===== src/rtl/hpep_pkg.sv =====
// hpep_pkg: shared constants, payload structs and controller/datapath
// command and status groups for the host/port endpoint parser
// no dependencies
`default_nettype none

package hpep_pkg;

  // buffer sizing
  localparam int MAX_CHARS = 64;
  localparam int MAX_HOST  = 63;
  localparam int POS_W     = $clog2(MAX_CHARS);
  localparam int CNT_W     = $clog2(MAX_CHARS + 1);
  localparam int CMP_W     = 10;
  localparam int CAP_W     = 7;
  localparam logic [CAP_W-1:0] CAP_RESET = 7'd64;

  // character codes
  localparam logic [7:0] CH_OPEN  = 8'h5B;
  localparam logic [7:0] CH_CLOSE = 8'h5D;
  localparam logic [7:0] CH_COLON = 8'h3A;
  localparam logic [7:0] CH_SPACE = 8'h20;
  localparam logic [7:0] CH_TAB   = 8'h09;
  localparam logic [7:0] CH_CR    = 8'h0D;
  localparam logic [7:0] CH_ZERO  = 8'h30;
  localparam logic [7:0] CH_NINE  = 8'h39;

  // port limit
  localparam logic [19:0] PORT_MAX = 20'd65535;

  // output item kinds
  localparam logic KIND_HOST  = 1'b0;
  localparam logic KIND_FINAL = 1'b1;

  // parse status codes
  localparam logic STAT_OK   = 1'b0;
  localparam logic STAT_FAIL = 1'b1;

  typedef struct packed {
    logic [7:0] char_byte;
    logic       last_char;
  } in_item_t;

  typedef struct packed {
    logic        item_kind;
    logic [7:0]  host_byte;
    logic [15:0] port_number;
    logic        parse_status;
    logic        last_result;
  } out_item_t;

  // controller to datapath
  typedef struct packed {
    logic load;
    logic eval;
    logic rd_en;
    logic port_step;
    logic judge;
    logic emit_host;
    logic emit_final;
  } cmd_t;

  // datapath to controller
  typedef struct packed {
    logic eval_fail;
    logic nondigit;
    logic port_last;
    logic port_bad;
    logic host_last;
    logic out_free;
  } sts_t;

endpackage

`default_nettype wire


===== src/rtl/host_port_endpoint_parser.sv =====
// host_port_endpoint_parser: top level, joins the sequencer and the datapath
// depends on hpep_pkg, hpep_ctrl, hpep_dp (and through it hpep_ram)
//
//   channel | direction | beat                       | handshake
//   --------+-----------+----------------------------+---------------------
//   in      | input     | in_item_t: char, last mark | in_valid / in_ready
//   out     | output    | out_item_t: host or final  | out_valid / out_ready
//   cfg     | input     | host_capacity, 7 bits      | cfg_valid / cfg_ready
//
// loading stores the characters; then evaluation, a read and check per port digit, a port
// judgement, a read and emit per host byte, the final item; failures skip to the final item
// in_ready is low from the last character until the final item is registered
// reset is synchronous; the character store needs no clearing pass
// a stalled out_ready holds the walk at the next host byte or the final item
`default_nettype none

module host_port_endpoint_parser
  import hpep_pkg::*;
(
  input  wire logic             clk,
  input  wire logic             rst,
  input  wire logic             in_valid,
  output      logic             in_ready,
  input  wire in_item_t         in_data,
  output      logic             out_valid,
  input  wire logic             out_ready,
  output      out_item_t        out_data,
  input  wire logic             cfg_valid,
  output      logic             cfg_ready,
  input  wire logic [CAP_W-1:0] cfg_data
);

  cmd_t cmd;
  sts_t sts;

  // register write always taken
  assign cfg_ready = 1'b1;

  hpep_ctrl u_ctrl (
    .clk      (clk),
    .rst      (rst),
    .in_valid (in_valid),
    .in_last  (in_data.last_char),
    .in_ready (in_ready),
    .sts      (sts),
    .cmd      (cmd)
  );

  hpep_dp u_dp (
    .clk       (clk),
    .rst       (rst),
    .cmd       (cmd),
    .sts       (sts),
    .in_data   (in_data),
    .cfg_valid (cfg_valid),
    .cfg_data  (cfg_data),
    .out_valid (out_valid),
    .out_ready (out_ready),
    .out_data  (out_data)
  );

endmodule

`default_nettype wire


===== src/rtl/hpep_ram.sv =====
// hpep_ram: generic single write port, single read port RAM, registered read
// no dependencies
`default_nettype none

module hpep_ram #(
  parameter int WIDTH = 8,
  parameter int DEPTH = 64
) (
  input  wire logic                     clk,
  input  wire logic                     we,
  input  wire logic [$clog2(DEPTH)-1:0] waddr,
  input  wire logic [WIDTH-1:0]         wdata,
  input  wire logic                     re,
  input  wire logic [$clog2(DEPTH)-1:0] raddr,
  output      logic [WIDTH-1:0]         rdata
);

  logic [WIDTH-1:0] mem [DEPTH];

  // write port and registered read port
  always_ff @(posedge clk) begin
    if (we) begin
      mem[waddr] <= wdata;
    end
    if (re) begin
      rdata <= mem[raddr];
    end
  end

endmodule

`default_nettype wire


===== src/rtl/hpep_ctrl.sv =====
// hpep_ctrl: sequencer for load, evaluate, port walk, host emit and final item
// depends on hpep_pkg
`default_nettype none

module hpep_ctrl
  import hpep_pkg::*;
(
  input  wire logic     clk,
  input  wire logic     rst,
  input  wire logic     in_valid,
  input  wire logic     in_last,
  output      logic     in_ready,
  input  wire sts_t     sts,
  output      cmd_t     cmd
);

  localparam logic [2:0] S_LOAD  = 3'd0;
  localparam logic [2:0] S_EVAL  = 3'd1;
  localparam logic [2:0] S_PRD   = 3'd2;
  localparam logic [2:0] S_PCHK  = 3'd3;
  localparam logic [2:0] S_JUDGE = 3'd4;
  localparam logic [2:0] S_HRD   = 3'd5;
  localparam logic [2:0] S_HOUT  = 3'd6;
  localparam logic [2:0] S_FIN   = 3'd7;

  logic [2:0] state;
  logic [2:0] state_next;

  assign in_ready = (state == S_LOAD);

  // commands and next state
  always_comb begin
    cmd        = '0;
    state_next = state;
    unique case (state)
      S_LOAD: begin
        cmd.load = in_valid;
        if (in_valid && in_last) begin
          state_next = S_EVAL;
        end
      end
      S_EVAL: begin
        cmd.eval   = 1'b1;
        state_next = sts.eval_fail ? S_FIN : S_PRD;
      end
      S_PRD: begin
        cmd.rd_en  = 1'b1;
        state_next = S_PCHK;
      end
      S_PCHK: begin
        cmd.port_step = 1'b1;
        priority if (sts.nondigit) begin
          state_next = S_FIN;
        end else if (sts.port_last) begin
          state_next = S_JUDGE;
        end else begin
          state_next = S_PRD;
        end
      end
      S_JUDGE: begin
        cmd.judge  = 1'b1;
        state_next = sts.port_bad ? S_FIN : S_HRD;
      end
      S_HRD: begin
        cmd.rd_en  = 1'b1;
        state_next = S_HOUT;
      end
      S_HOUT: begin
        if (sts.out_free) begin
          cmd.emit_host = 1'b1;
          state_next    = sts.host_last ? S_FIN : S_HRD;
        end
      end
      S_FIN: begin
        if (sts.out_free) begin
          cmd.emit_final = 1'b1;
          state_next     = S_LOAD;
        end
      end
      default: begin
        state_next = S_LOAD;
      end
    endcase
  end

  // state register
  always_ff @(posedge clk) begin
    if (rst) begin
      state <= S_LOAD;
    end else begin
      state <= state_next;
    end
  end

endmodule

`default_nettype wire


===== src/rtl/hpep_dp.sv =====
// hpep_dp: character store, position trackers, port accumulator, output register
// depends on hpep_pkg, hpep_ram
`default_nettype none

module hpep_dp
  import hpep_pkg::*;
(
  input  wire logic              clk,
  input  wire logic              rst,
  input  wire cmd_t              cmd,
  output      sts_t              sts,
  input  wire in_item_t          in_data,
  input  wire logic              cfg_valid,
  input  wire logic [CAP_W-1:0]  cfg_data,
  output      logic              out_valid,
  input  wire logic              out_ready,
  output      out_item_t         out_data
);

  // configuration
  logic [CAP_W-1:0] host_capacity;

  // run trackers
  logic [CNT_W-1:0] stored_count;
  logic             seen_nonspace;
  logic [POS_W-1:0] last_nonspace_pos;
  logic             close_valid;
  logic [POS_W-1:0] first_close_pos;
  logic             colon_valid;
  logic [POS_W-1:0] last_colon_pos;
  logic [1:0]       colon_tally;
  logic             too_long_flag;
  logic [7:0]       first_char;
  logic             close_then_colon;

  // evaluation registers
  logic             fail;
  logic [CNT_W-1:0] idx;
  logic [CNT_W-1:0] port_end;
  logic [CNT_W-1:0] host_base;
  logic [CNT_W-1:0] host_left;
  logic [15:0]      port_val;
  logic             port_ovf;

  // ram
  logic             ram_we;
  logic [7:0]       ram_q;

  // incoming character classes
  logic [7:0]       c;
  logic             c_space;
  logic             c_keep;
  logic             c_room;
  logic [POS_W-1:0] pos;

  assign c       = in_data.char_byte;
  assign c_space = (c == CH_SPACE) || ((c >= CH_TAB) && (c <= CH_CR));
  assign c_keep  = seen_nonspace || !c_space;
  assign c_room  = (stored_count < CNT_W'(MAX_CHARS));
  assign pos     = stored_count[POS_W-1:0];
  assign ram_we  = cmd.load && c_keep && c_room;

  hpep_ram #(
    .WIDTH (8),
    .DEPTH (MAX_CHARS)
  ) u_store (
    .clk   (clk),
    .we    (ram_we),
    .waddr (pos),
    .wdata (c),
    .re    (cmd.rd_en),
    .raddr (idx[POS_W-1:0]),
    .rdata (ram_q)
  );

  // evaluation of the split points
  logic [CMP_W-1:0] len_e;
  logic [CMP_W-1:0] cl_e;
  logic [CMP_W-1:0] colon_e;
  logic [CMP_W-1:0] hs_e;
  logic [CMP_W-1:0] hl_e;
  logic [CMP_W-1:0] ps_e;
  logic             shape_bad;
  logic             eval_fail;

  always_comb begin
    len_e   = CMP_W'(last_nonspace_pos) + CMP_W'(1);
    cl_e    = CMP_W'(first_close_pos);
    colon_e = CMP_W'(last_colon_pos);
    if (first_char == CH_OPEN) begin
      shape_bad = !close_valid || (cl_e < CMP_W'(2)) || !close_then_colon;
      hs_e      = CMP_W'(1);
      hl_e      = cl_e - CMP_W'(1);
      ps_e      = cl_e + CMP_W'(2);
    end else begin
      shape_bad = !colon_valid || (colon_tally != 2'd1) || (last_colon_pos == '0);
      hs_e      = '0;
      hl_e      = colon_e;
      ps_e      = colon_e + CMP_W'(1);
    end
    eval_fail = too_long_flag || !seen_nonspace || shape_bad || (ps_e >= len_e)
             || (hl_e > CMP_W'(MAX_HOST)) || (hl_e >= CMP_W'(host_capacity));
  end

  // port digit step
  logic        d_digit;
  logic [19:0] acc_next;
  assign d_digit  = (ram_q >= CH_ZERO) && (ram_q <= CH_NINE);
  assign acc_next = {1'b0, port_val, 3'b000} + {3'b000, port_val, 1'b0}
                  + 20'(ram_q - CH_ZERO);

  // output slot
  logic out_free;
  assign out_free = !out_valid || out_ready;

  assign sts.eval_fail = eval_fail;
  assign sts.nondigit  = !d_digit;
  assign sts.port_last = (idx == port_end);
  assign sts.port_bad  = port_ovf || (port_val == '0);
  assign sts.host_last = (host_left == CNT_W'(1));
  assign sts.out_free  = out_free;

  // configuration register
  always_ff @(posedge clk) begin
    if (rst) begin
      host_capacity <= CAP_RESET;
    end else if (cfg_valid) begin
      host_capacity <= cfg_data;
    end
  end

  // character trackers, cleared when the final item goes out
  always_ff @(posedge clk) begin
    if (rst || cmd.emit_final) begin
      stored_count      <= '0;
      seen_nonspace     <= 1'b0;
      last_nonspace_pos <= '0;
      close_valid       <= 1'b0;
      first_close_pos   <= '0;
      colon_valid       <= 1'b0;
      last_colon_pos    <= '0;
      colon_tally       <= '0;
      too_long_flag     <= 1'b0;
      close_then_colon  <= 1'b0;
    end else if (cmd.load && c_keep) begin
      if (!c_room) begin
        too_long_flag <= 1'b1;
      end else begin
        stored_count <= stored_count + CNT_W'(1);
        if (!c_space) begin
          seen_nonspace     <= 1'b1;
          last_nonspace_pos <= pos;
        end
        if (c == CH_CLOSE && !close_valid) begin
          close_valid     <= 1'b1;
          first_close_pos <= pos;
        end
        if (c == CH_COLON) begin
          colon_valid    <= 1'b1;
          last_colon_pos <= pos;
          if (colon_tally != 2'd2) begin
            colon_tally <= colon_tally + 2'd1;
          end
          if (close_valid && (CNT_W'(pos) == CNT_W'(first_close_pos) + CNT_W'(1))) begin
            close_then_colon <= 1'b1;
          end
        end
      end
    end
  end

  // copy of the first kept character
  always_ff @(posedge clk) begin
    if (ram_we && (stored_count == '0)) begin
      first_char <= c;
    end
  end

  // evaluation, port walk and host walk
  always_ff @(posedge clk) begin
    if (rst || cmd.emit_final) begin
      fail <= 1'b0;
    end else if (cmd.eval) begin
      fail <= eval_fail;
    end else if (cmd.port_step && !d_digit) begin
      fail <= 1'b1;
    end else if (cmd.judge && sts.port_bad) begin
      fail <= 1'b1;
    end
  end

  always_ff @(posedge clk) begin
    if (cmd.eval) begin
      idx        <= ps_e[CNT_W-1:0];
      port_end   <= len_e[CNT_W-1:0] - CNT_W'(1);
      host_base  <= hs_e[CNT_W-1:0];
      host_left  <= hl_e[CNT_W-1:0];
      port_val   <= '0;
      port_ovf   <= 1'b0;
    end else if (cmd.port_step) begin
      idx <= idx + CNT_W'(1);
      if (d_digit && !port_ovf) begin
        if (acc_next > PORT_MAX) begin
          port_ovf <= 1'b1;
        end else begin
          port_val <= acc_next[15:0];
        end
      end
    end else if (cmd.judge) begin
      idx <= host_base;
    end else if (cmd.emit_host) begin
      idx       <= idx + CNT_W'(1);
      host_left <= host_left - CNT_W'(1);
    end
  end

  // output register
  always_ff @(posedge clk) begin
    if (rst) begin
      out_valid <= 1'b0;
    end else if (cmd.emit_host || cmd.emit_final) begin
      out_valid <= 1'b1;
    end else if (out_ready) begin
      out_valid <= 1'b0;
    end
  end

  always_ff @(posedge clk) begin
    if (cmd.emit_host) begin
      out_data.item_kind    <= KIND_HOST;
      out_data.host_byte    <= ram_q;
      out_data.port_number  <= '0;
      out_data.parse_status <= STAT_OK;
      out_data.last_result  <= 1'b0;
    end else if (cmd.emit_final) begin
      out_data.item_kind    <= KIND_FINAL;
      out_data.host_byte    <= '0;
      out_data.port_number  <= fail ? 16'd0 : port_val;
      out_data.parse_status <= fail ? STAT_FAIL : STAT_OK;
      out_data.last_result  <= 1'b1;
    end
  end

endmodule

`default_nettype wire

===== config.mk =====
export PLATFORM = sky130hd
export DESIGN_NAME = host_port_endpoint_parser
export DESIGN_NICKNAME = d
export VERILOG_FILES = /design/src/rtl/hpep_pkg.sv /design/src/rtl/host_port_endpoint_parser.sv /design/src/rtl/hpep_ram.sv /design/src/rtl/hpep_ctrl.sv /design/src/rtl/hpep_dp.sv
export SDC_FILE = /design/constraint.sdc
export NUM_CORES = 1
export LEC_CHECK = 0
export BUFFER_PORTS_ARGS = -buffer_cell sky130_fd_sc_hd__buf_2
export CORE_UTILIZATION = 54
export CTS_CLUSTER_DIAMETER = 150
export DETAILED_ROUTE_END_ITERATION = 8
export GPL_ROUTABILITY_DRIVEN = 0
export PLACE_DENSITY = 0.7
export REMOVE_ABC_BUFFERS = 1
export SLEW_MARGIN = 40
export SYNTH_ARGS = -nofsm -noshare
export SYNTH_HDL_FRONTEND = slang
export SYNTH_SLANG_ARGS = --single-unit

===== constraint.sdc =====
create_clock -name clk -period 7.6 [get_ports clk]
set_input_delay 0.38 -clock clk [delete_from_list [all_inputs] [get_ports clk]]
set_output_delay 0.38 -clock clk [all_outputs]
set_load 0.05 [all_outputs]

**Yosys cells after proc, flatten, opt, wreduce, memory -nomap -nowiden**

Memories as Yosys holds them, arrays and structs flattened. A register that Yosys moved wholly into a read port is not among the register bits.
Cells that the tools add are included.

- Bitwise logic cells: 3
- $lt $le $gt $ge: 10
- Eq/ne operators: 21
- Reduce and logical (&&, ||, !) cells: 55
- Add/subtract/negate cells: 13
- Multiplexer cells: 40

Operator list:

| kind | number |
|---|---|
| 7-bit two-way mux | 8 |
| 26-bit two-way mux | 2 |
| 3-bit case mux with 8 select lines | 1 |
| 6-bit by 1-bit adder with 7-bit output, second input constant | 3 |
| 3-bit AND reduction | 7 |
| 19-bit by 17-bit adder with 20-bit output | 1 |
| 20-bit adder | 1 |
| 20-bit by 16-bit > comparator with 1-bit output, second input constant | 1 |
| 10-bit two-way mux | 2 |
| 1-bit two-way mux | 18 |
| 3-bit two-way mux | 6 |
| 8-bit by 6-bit == test with 1-bit output, second input constant | 2 |
| 8-bit by 7-bit == test with 1-bit output, second input constant | 2 |
| 16-bit zero test | 1 |
| 16-bit two-way mux | 1 |
| 1-bit logical OR | 15 |
| 7-bit by 1-bit adder with 7-bit output, second input constant | 2 |
| 7-bit by 1-bit subtractor with 7-bit output, second input constant | 2 |
| 3-bit == test, second input constant | 4 |
| 1-bit logical AND | 11 |
| 10-bit greater-or-equal comparator | 1 |
| 10-bit by 7-bit greater-or-equal comparator with 1-bit output | 1 |
| 10-bit by 6-bit > comparator with 1-bit output, second input constant | 1 |
| 8-bit by 6-bit subtractor with 9-bit output, second input constant | 1 |
| other kinds (28) | 48 |

- Memories kept: 1
- Bits in registers: 123
- RAM bits: 512
- Logic and storage cells: 168

Memories:

| memory | depth | width | rd ports | clocked after Yosys merged registers in | write ports | line | text |
|---|---|---|---|---|---|---|---|
| u_dp.u_store.mem | 64 | 8 | 1 | 1 | 1 | hpep_ram.sv:18 | `logic [WIDTH-1:0] mem [DEPTH];` |

**Logic depth before layout (Yosys ltp)**

Gate-level depths: netlist (run 1).

- Word-level depth: 10
- Depth in mapped cells: 14
- Mapped depth without buffers: 13

**Modules after synthesis**

A second synthesis (run 1) with hierarchy kept.

- Cells, all modules: 1735
- Area total of the unflattened synthesis: 27769.1 µm²

Modules (own cells, without submodules):

| module | instances | area each (µm²) | cells each |
|---|---|---|---|
| hpep_ram | 1 | 20246.9 | 940 |
| hpep_dp | 1 | 7213.2 | 756 |
| hpep_ctrl | 1 | 297.8 | 37 |
| host_port_endpoint_parser | 1 | 11.3 | 2 |

**Least setup slack after synthesis (run 1)**

OpenSTA, ideal clock, no wires.

- Kind: register to register
- Start point: register u_dp.u_store.rdata[4], read port of u_dp.u_store.mem
- End point: register u_dp.port_val[7]
- Data arrival time: 4.411 ns
- Cell stages (with the launch flop): 13
- Data required time: 7.479 ns
- Clock period less this slack: 4.532 ns
- Slack: 3.068 ns
- Setup time: 0.121 ns
- Cell sequence: edfxtp_1 -> ha_1 -> nor3_1 -> fa_1 -> ha_1 -> a21oi_1 -> o211ai_1 -> a31oi_1 -> o31ai_1 -> xor2_1 -> or4_1 -> buf_6 -> mux2_4

- Cells in the longest elaborated chain, start to end: 5
- Elaborated cells on any way between the ends: 9
- Those cells by class: 2 x add/sub; 3 x order compare; 1 x bitwise; 3 x reduce/logical

RTL lines:

| item | line | text |
|---|---|---|
| start: declaration | hpep_ram.sv:15 | `output logic [WIDTH-1:0] rdata` |
| 8-bit by 6-bit subtractor with 9-bit output | hpep_dp.sv:110 | `+ 20'(ram_q - CH_ZERO);` |
| 20-bit adder | hpep_dp.sv:110 |  |
| 20-bit by 16-bit > comparator with 1-bit output | hpep_dp.sv:203 | `if (acc_next > PORT_MAX) begin` |
| 1-bit NOT (no line) | n/a |  |
| 3-bit AND reduction (no line) | n/a |  |
| end signal: assignment | hpep_dp.sv:206 | `port_val <= acc_next[15:0];` |
| end: declaration | hpep_dp.sv:42 | `logic [15:0] port_val;` |

Parallel ways exist; a longest one is shown, timed or not.
A chain may end at the register's enable or synchronous reset.

**Worst setup path in the final report (run 1)**

Same ends and word-level chain as after synthesis.

==> impl_results.md, run 1 <==
* Status: finished clean
* Leakage Power at 10.6 nW
* Die Wd at 228 µm
* Die area at 51,800 µm²
* Initial antenna violation count at 1
* Reg clk slew, reported paths at 0.06 ns
* # Max-Cap Violations at 0
* Die height at 228 µm
* Most common cell on crit path: ha_1
* Via count at 15,800
* Async set-reset flop share out of synthesis at 0%
* HPWL Detailed at 37,900 µm
* Arrival @ worst endpoint at 5.29 ns
* Synthesized instance count at 1,862
* Final Critical Period at 4.79 ns
* NumNets Final at 1,983
* Post-CTS resize count at 0
* Post-synth EDFFs at 558
* PwrDens at 345 nW/µm²
* Largest cells by area after synthesis: edfxtp_1 (61%), mux4_2 (5.9%), dfxtp_1 (5.7%)
* H-tree depth at 3
* Core Box Area at 50,200 µm²
* Mapped cell area at 27,500 µm²
* Slew Viols, Final at 0
* CP Class: flip-flop to flip-flop
* Synth top area share at 60.9%
* Final Setup Violations at 0
* Grt total ovfl at 0
* Setup crit end kind: flip-flop
* Worst path slowest cell: or4_2
* Post-route DRC at 0
* Max Root-Sink Buffers at 3
* Synth Area per Inst at 14.8 µm²
* Layout cell share with drive strength beyond 1 at 14.8%
* Routing usage on met3 at 4.44%
* ANT cells at 0
* First-pass GRT wire length at 92,700 µm
* Commonest non-fill, non-tap cell in the layout: edfxtp_1
* Yosys warns at 0
* RSZ-0062 raised after global routing: false
* Tightest Pin Transition at 0.844 ns
* Total power at 10.5 mW
* Port-buffer cells at 49
* Type of origin of the critical path: flip-flop
* Fin crit share at 63.1%
* Largest net degree at the start of global routing at 70
* Wire per inst at 23.1 µm
* Rows at 82
* Clock skew at 0.0156 ns
* Met1 Use GR at 33.4%
* DR iter-0 viols at 1,617
* Worst path bufs/invs at 0
* Worst rel slew slack at 43.7%
* Largest family of logic cells by synthesized area: multiplexers
* Placed insts at 2,498
* Dominant synthesized flop cell: edfxtp_1
* VDD IR max at 0.279 mV
* Sequential cell area fraction in the yosys report at 66.7%
* Worst-path cell chain: ha_1, nor3_4, fa_1, ha_1, a21oi_1, o211ai_1, a31oi_1, o31ai_1, xor2_1, or4_2, mux2_4
* Critical path required time at 8.10 ns
* CP max stage delay at 0.92 ns
* DRT Wirelength at 60,500 µm
* Final Non-Filler Cells at 2,619
* CTS tree: done
* Synth Area in XOR/XNOR at 1.91%
* Post-synthesis mux area share at 12.0%
* Antenna Nets Post-Route at 0
* Initial Util at 54.8%
* Post-synthesis compound-gate area fraction at 7.09%
* FF+latch count, synth at 637
* Area grow syn2layout at 10.7%
* Global-route met2 utilization at 38.9%
* Worst path top cell family by delay: simple AND/OR/NAND/NOR gates
* Vias in the first global route at 15,400
* Flop2flop setup slack at 2.81 ns
* Final Hold Vio Count at 0
* Synth unique cells at 73
* Number of CTS-inserted buffers at 67
* Most used routing layer: met2
* Cell taking the most area after synthesis: edfxtp_1
* Clock sinks at 637
* Post-Synth Simple-Gate Area at 6.64%
* Global Route Usage Sum at 24.1%
* Worst-skew pair later-pin latency at 0.61 ns
* Post-synthesis adder-cell area fraction at 3.37%
* Via/cell ratio at 6.02
* Drt first pass iters at 5
* Max Fclk at 209 MHz
* Worst hold path type: input pin to flip-flop
* Clock root buffer: clkbuf_16
* IO Pins at 51
* Crit path max fanout at 16
* Most frequent cells in the layout: edfxtp_1 (558), nand2_1 (137), mux2i_1 (130)
[sequential cells by signal, indices dropped and copies added, names as in the netlist, 8 cells and up]
name and flops:
u_dp.port_val 16, u_dp.u_store.mem 512, u_dp.out_data 26, u_dp.first_char 8, u_dp.u_store.rdata 8
[power breakdown]
part / internal [mW] / switching [mW]
clock network: 1.81 / 1.34
registers: 4.03 / 0.184
logic: 1.22 / 1.95
total: 7.05 / 3.47
[metrics by stage]
step	setup TNS (ns)	cell area [µm²]	hold WS, ns	setup WS (ns)	util [%]
after floorplan	-4.02	27100	0.432	-0.480	-
after global placement	0	28300	0.420	2.65	56.4
after detailed placement	0	28300	0.434	2.82	56.5
after CTS	0	30400	0.00338	2.82	60.7
final	0	30400	0.0320	2.81	60.7
after global routing	0	30400	0.0303	2.60	60.7
[cell usage after synthesis (all sizes together), types with 17 or more instances]
library cell  instances
edfxtp              558
a21oi               112
dfxtp                79
nand2               137
buf                  38
xnor2                32
ha                   50
mux2i               130
o22ai                34
inv                  49
nand3                26
mux2                 33
a22o                 17
clkbuf               68
o21ai                72
xor2                 28
nor2                127
o221ai               32
mux4                 72
[layout make-up]
type                    count  area, µm²
fillers                  3701      19700
flip-flops and latches    637      18300
multi-input cells        1070       8560
clock buffers              83       1780
well taps                 672        841
repair buffers             72        440
clock inverters            36        308
inverters                  49        184
[cells by family after synthesis]
| group | count (synthesis) |
|---|---|
| buffers and inverters | 155 |
| muxes | 235 |
| other | 1 |
| AOI/OAI and AO/OA | 315 |
| xor gates and xnor gates | 60 |
| and+or+nand+nor | 394 |
| DFF | 637 |
| adders and majority gates | 65 |
[worst min-delay path, cell delays in order]
cell     delay, ns
buf_2         0.08
mux2i_1       0.06
nor2_1        0.08
[worst paths after layout]
kind / from / cells past startpoint / end
worst max-delay path: u_dp.u_store.rdata[4] / 11 / u_dp.port_val[7]
worst min-delay path: cfg_data[4] / 3 / u_dp.host_capacity[4]
worst max register to register: u_dp.u_store.rdata[4] / 11 / u_dp.port_val[7]
worst min register to register: u_dp.out_data[1] / 2 / u_dp.out_data[1]
[repair_timing]
item,4_1_cts,5_1_grt
hold buffers,2,0
endpoints found under the hold margin,2,0
setup buffers,0,0
[metal layers]
| metal | wire length, µm | part of all wire, % | vias up |
|---|---|---|---|
| met3 | 3650 | 6.0 | 109 |
| met4 | 1590 | 2.6 | 2 |
| met5 | 13 | 0.021 | - |
| li1 | - | - | 7228 |
| met1 | 26200 | 43 | 7885 |
| met2 | 29100 | 48 | 540 |
Power figures use the tool's default switching activity.
==> run 2, diff against run 1 <==
--- a/config.mk
+++ b/config.mk
@@ -5,12 +5,13 @@
 export SDC_FILE = /design/constraint.sdc
 export NUM_CORES = 1
 export LEC_CHECK = 0
+export ABC_AREA = 1
 export BUFFER_PORTS_ARGS = -buffer_cell sky130_fd_sc_hd__buf_2
 export CORE_UTILIZATION = 54
 export CTS_CLUSTER_DIAMETER = 150
 export DETAILED_ROUTE_END_ITERATION = 8
 export GPL_ROUTABILITY_DRIVEN = 0
-export PLACE_DENSITY = 0.7
+export PLACE_DENSITY = 0.73
 export REMOVE_ABC_BUFFERS = 1
 export SLEW_MARGIN = 40
 export SYNTH_ARGS = -nofsm -noshare
==> constraint.sdc (replaced) <==
create_clock -name clk -period 3.93 [get_ports clk]
set_input_delay 0.1965 -clock clk [delete_from_list [all_inputs] [get_ports clk]]
set_output_delay 0.1965 -clock clk [all_outputs]
set_load 0.05 [all_outputs]
==> impl_results.md, run 2 <==
* Status: finished clean
* Slew Viols, Final at 0
* Placed insts at 3,244
* RSZ-0062 raised after global routing: false
* FF+latch count, synth at 637
* Final Setup Violations at 0
* Clock root buffer: clkbuf_16
* Max Root-Sink Buffers at 3
* Layout cell share with drive strength beyond 1 at 9.81%
* Top reg by flops: u_dp.u_store.mem
* Type of origin of the critical path: flip-flop
* Worst path slowest cell: edfxtp_1
* Reg clk slew, reported paths at 0.06 ns
* Dominant synthesized flop cell: edfxtp_1
* Biggest regs: u_dp.u_store.mem: 512 flops, u_dp.out_data: 26 flops, u_dp.port_val: 16 flops
* DR iter-0 viols at 1,872
* Sequential cell area fraction in the yosys report at 65.1%
* Initial Util at 54.8%
* First-pass GRT wire length at 106,000 µm
* Synth unique cells at 50
* Grt total ovfl at 0
* Worst-skew pair later-pin latency at 0.63 ns
* Critical path required time at 4.44 ns
* Async set-reset flop share out of synthesis at 0%
* Cell taking the most area after synthesis: edfxtp_1
* Setup crit end kind: flip-flop
* Most frequent cells in the layout: edfxtp_1 (558), nand2_1 (480), nor2_1 (300)
* Most common cell in the netlist: edfxtp_1
* Antenna Nets Post-Route at 0
* Die area at 53,100 µm²
* Commonest non-fill, non-tap cell in the layout: edfxtp_1
* IO Pins at 51
* Max FFs per register at 512
* Global Route Usage Sum at 25.9%
* Core Box Area at 51,400 µm²
* Tightest Pin Transition at 0.864 ns
* Fin crit share at 91.8%
* CP max stage delay at 0.45 ns
* Total power at 20.8 mW
* DRT Wirelength at 67,900 µm
* Final Critical Period at 3.61 ns
* PwrDens at 656 nW/µm²
* Post-synth EDFFs at 558
* Initial antenna violation count at 0
* H-tree depth at 2
* Largest net degree at the start of global routing at 128
* Area grow syn2layout at 12.4%
* Number of CTS-inserted buffers at 60
* Port-buffer cells at 49
* HPWL Detailed at 40,600 µm
* # Max-Cap Violations at 0
* Max Fclk at 277 MHz
* Worst hold path type: input pin to flip-flop
* CTS tree: done
* Crit path max fanout at 16
* Synth top area share at 59.5%
* Mapped cell area at 28,200 µm²
* Final core utilization at 61.6%
* Clock sinks at 637
* Synth Area per Inst at 11.0 µm²
* Drt first pass iters at 6
* Final Non-Filler Cells at 3,382
* Most common cell on crit path: nand2_1
* Worst rel slew slack at 42.4%
* Via/cell ratio at 5.73
* Worst-path cell chain: ha_1, nor3_2, buf_6, fa_1, ha_1, nand2_1, inv_1, nand2_1, nand2_1, nand2_1, nand2_1, nor2_1, nand3_1, a21oi_4, nand4_1, nand2_1, nor2_1
* Vias in the first global route at 19,000
* Top cells by count, synth: edfxtp_1 (558), nand2_1 (481), nor2_1 (301)
* Rows at 83
* Wire per inst at 20.1 µm
* Post-route DRC at 0
* Leakage Power at 11.9 nW
* Yosys warns at 0
* Die Wd at 230 µm
* NumNets Final at 2,736
* CP Class: flip-flop to flip-flop
* Synthesized instance count at 2,558
* Die height at 230 µm
* Largest cells by area after synthesis: edfxtp_1 (59%), nand2_1 (6.4%), dfxtp_1 (5.6%)
* Via count at 19,400
* Clock skew at 0.0283 ns
* VDD IR max at 0.510 mV
* Arrival @ worst endpoint at 4.12 ns
* Final Hold Vio Count at 0
## run 2: cell types whose count changed after synthesis, moves of 33 or more
cell     before  now
inv_1        49  163
nand2_1     137  481
o21ai_0      72  231
a21oi_1     110  151
nand3_1      26   59
mux4_2       72    0
nor2_1      126  301
mux2i_1     130   66
## run 2: critical path: cells and delay by family (launching register included)
| kind | cells | cell delay [ns] |
|---|---|---|
| buffers and inverters | 2 | 0.28 |
| flip-flops | 1 | 0.45 |
| AO/OA/AOI/OAI | 1 | 0.40 |
| adder cells (fa/ha/maj) | 3 | 1.10 |
| AND/OR/NAND/NOR | 11 | 1.27 |
## run 2: area by class of cell
cell class | instances | area, µm²
inverters | 182 | 686
repair buffers | 151 | 1170
well taps | 680 | 851
diodes | 1 | 2.50
clock inverters | 36 | 299
multi-input cells | 1618 | 8650
flip-flops and latches | 637 | 18300
clock buffers | 77 | 1670
fillers | 3892 | 19700
## run 2: final timing paths
path | start | to | slack, ns | cells past startpoint
setup reg to reg | u_dp.u_store.rdata[4] | u_dp.port_val[6] | 0.32 | 17
hold / removal | in_data[2] | u_dp.close_then_colon | 0.05 | 5
hold reg to reg | u_dp.colon_valid | u_dp.colon_valid | 0.45 | 2
setup / recovery | u_dp.u_store.rdata[4] | u_dp.port_val[6] | 0.32 | 17
## run 2: kinds of logic after synthesis
family	after synthesis	share of synthesized area (%)
xor gates and xnor gates	46	1.43
and+or+nand+nor	928	13.6
AOI/OAI and AO/OA	512	9.97
adders and majority gates	65	3.29
muxes	66	2.34
buffers and inverters	303	4.31
DFF	637	65.1
other	1	0.0133
## run 2: metal layers
metal	up-vias	GRT usage, %	share of wire, %
met3	149	3.94	7.5
met2	813	42.9	48
met1	9290	34.9	41
met5	-	0	0
li1	9140	-	-
met4	0	8.82	3.1
## run 2: through the flow
stage	area, µm²	setup TNS (ns)	hold WS, ns	worst slack (ns)
after floorplan	27600	-91.60	0.266	-7.52
after global placement	29400	0	0.406	0.351
after detailed placement	29400	0	0.415	0.174
after CTS	31600	0	0.0229	0.167
after global routing	31700	0	0.0741	0.0310
final	31700	0	0.0509	0.324
## run 2: report_power, final
group,total [mW],switching [mW],leakage [nW],internal [mW]
sequential,8.08,0.285,5.68,7.80
combinational,6.90,4.77,5.25,2.12
clock,5.81,2.49,0.970,3.32
total,20.8,7.55,11.9,13.2
## run 2: repair_timing
| action | CTS | global route |
|---|---|---|
| setup buffers | 0 | 3 |
| gates resized for setup | 0 | 2 |
| hold buffers | 21 | 0 |
| setup endpoints to repair | 0 | 16 |
| endpoints found under the hold margin | 15 | 0 |
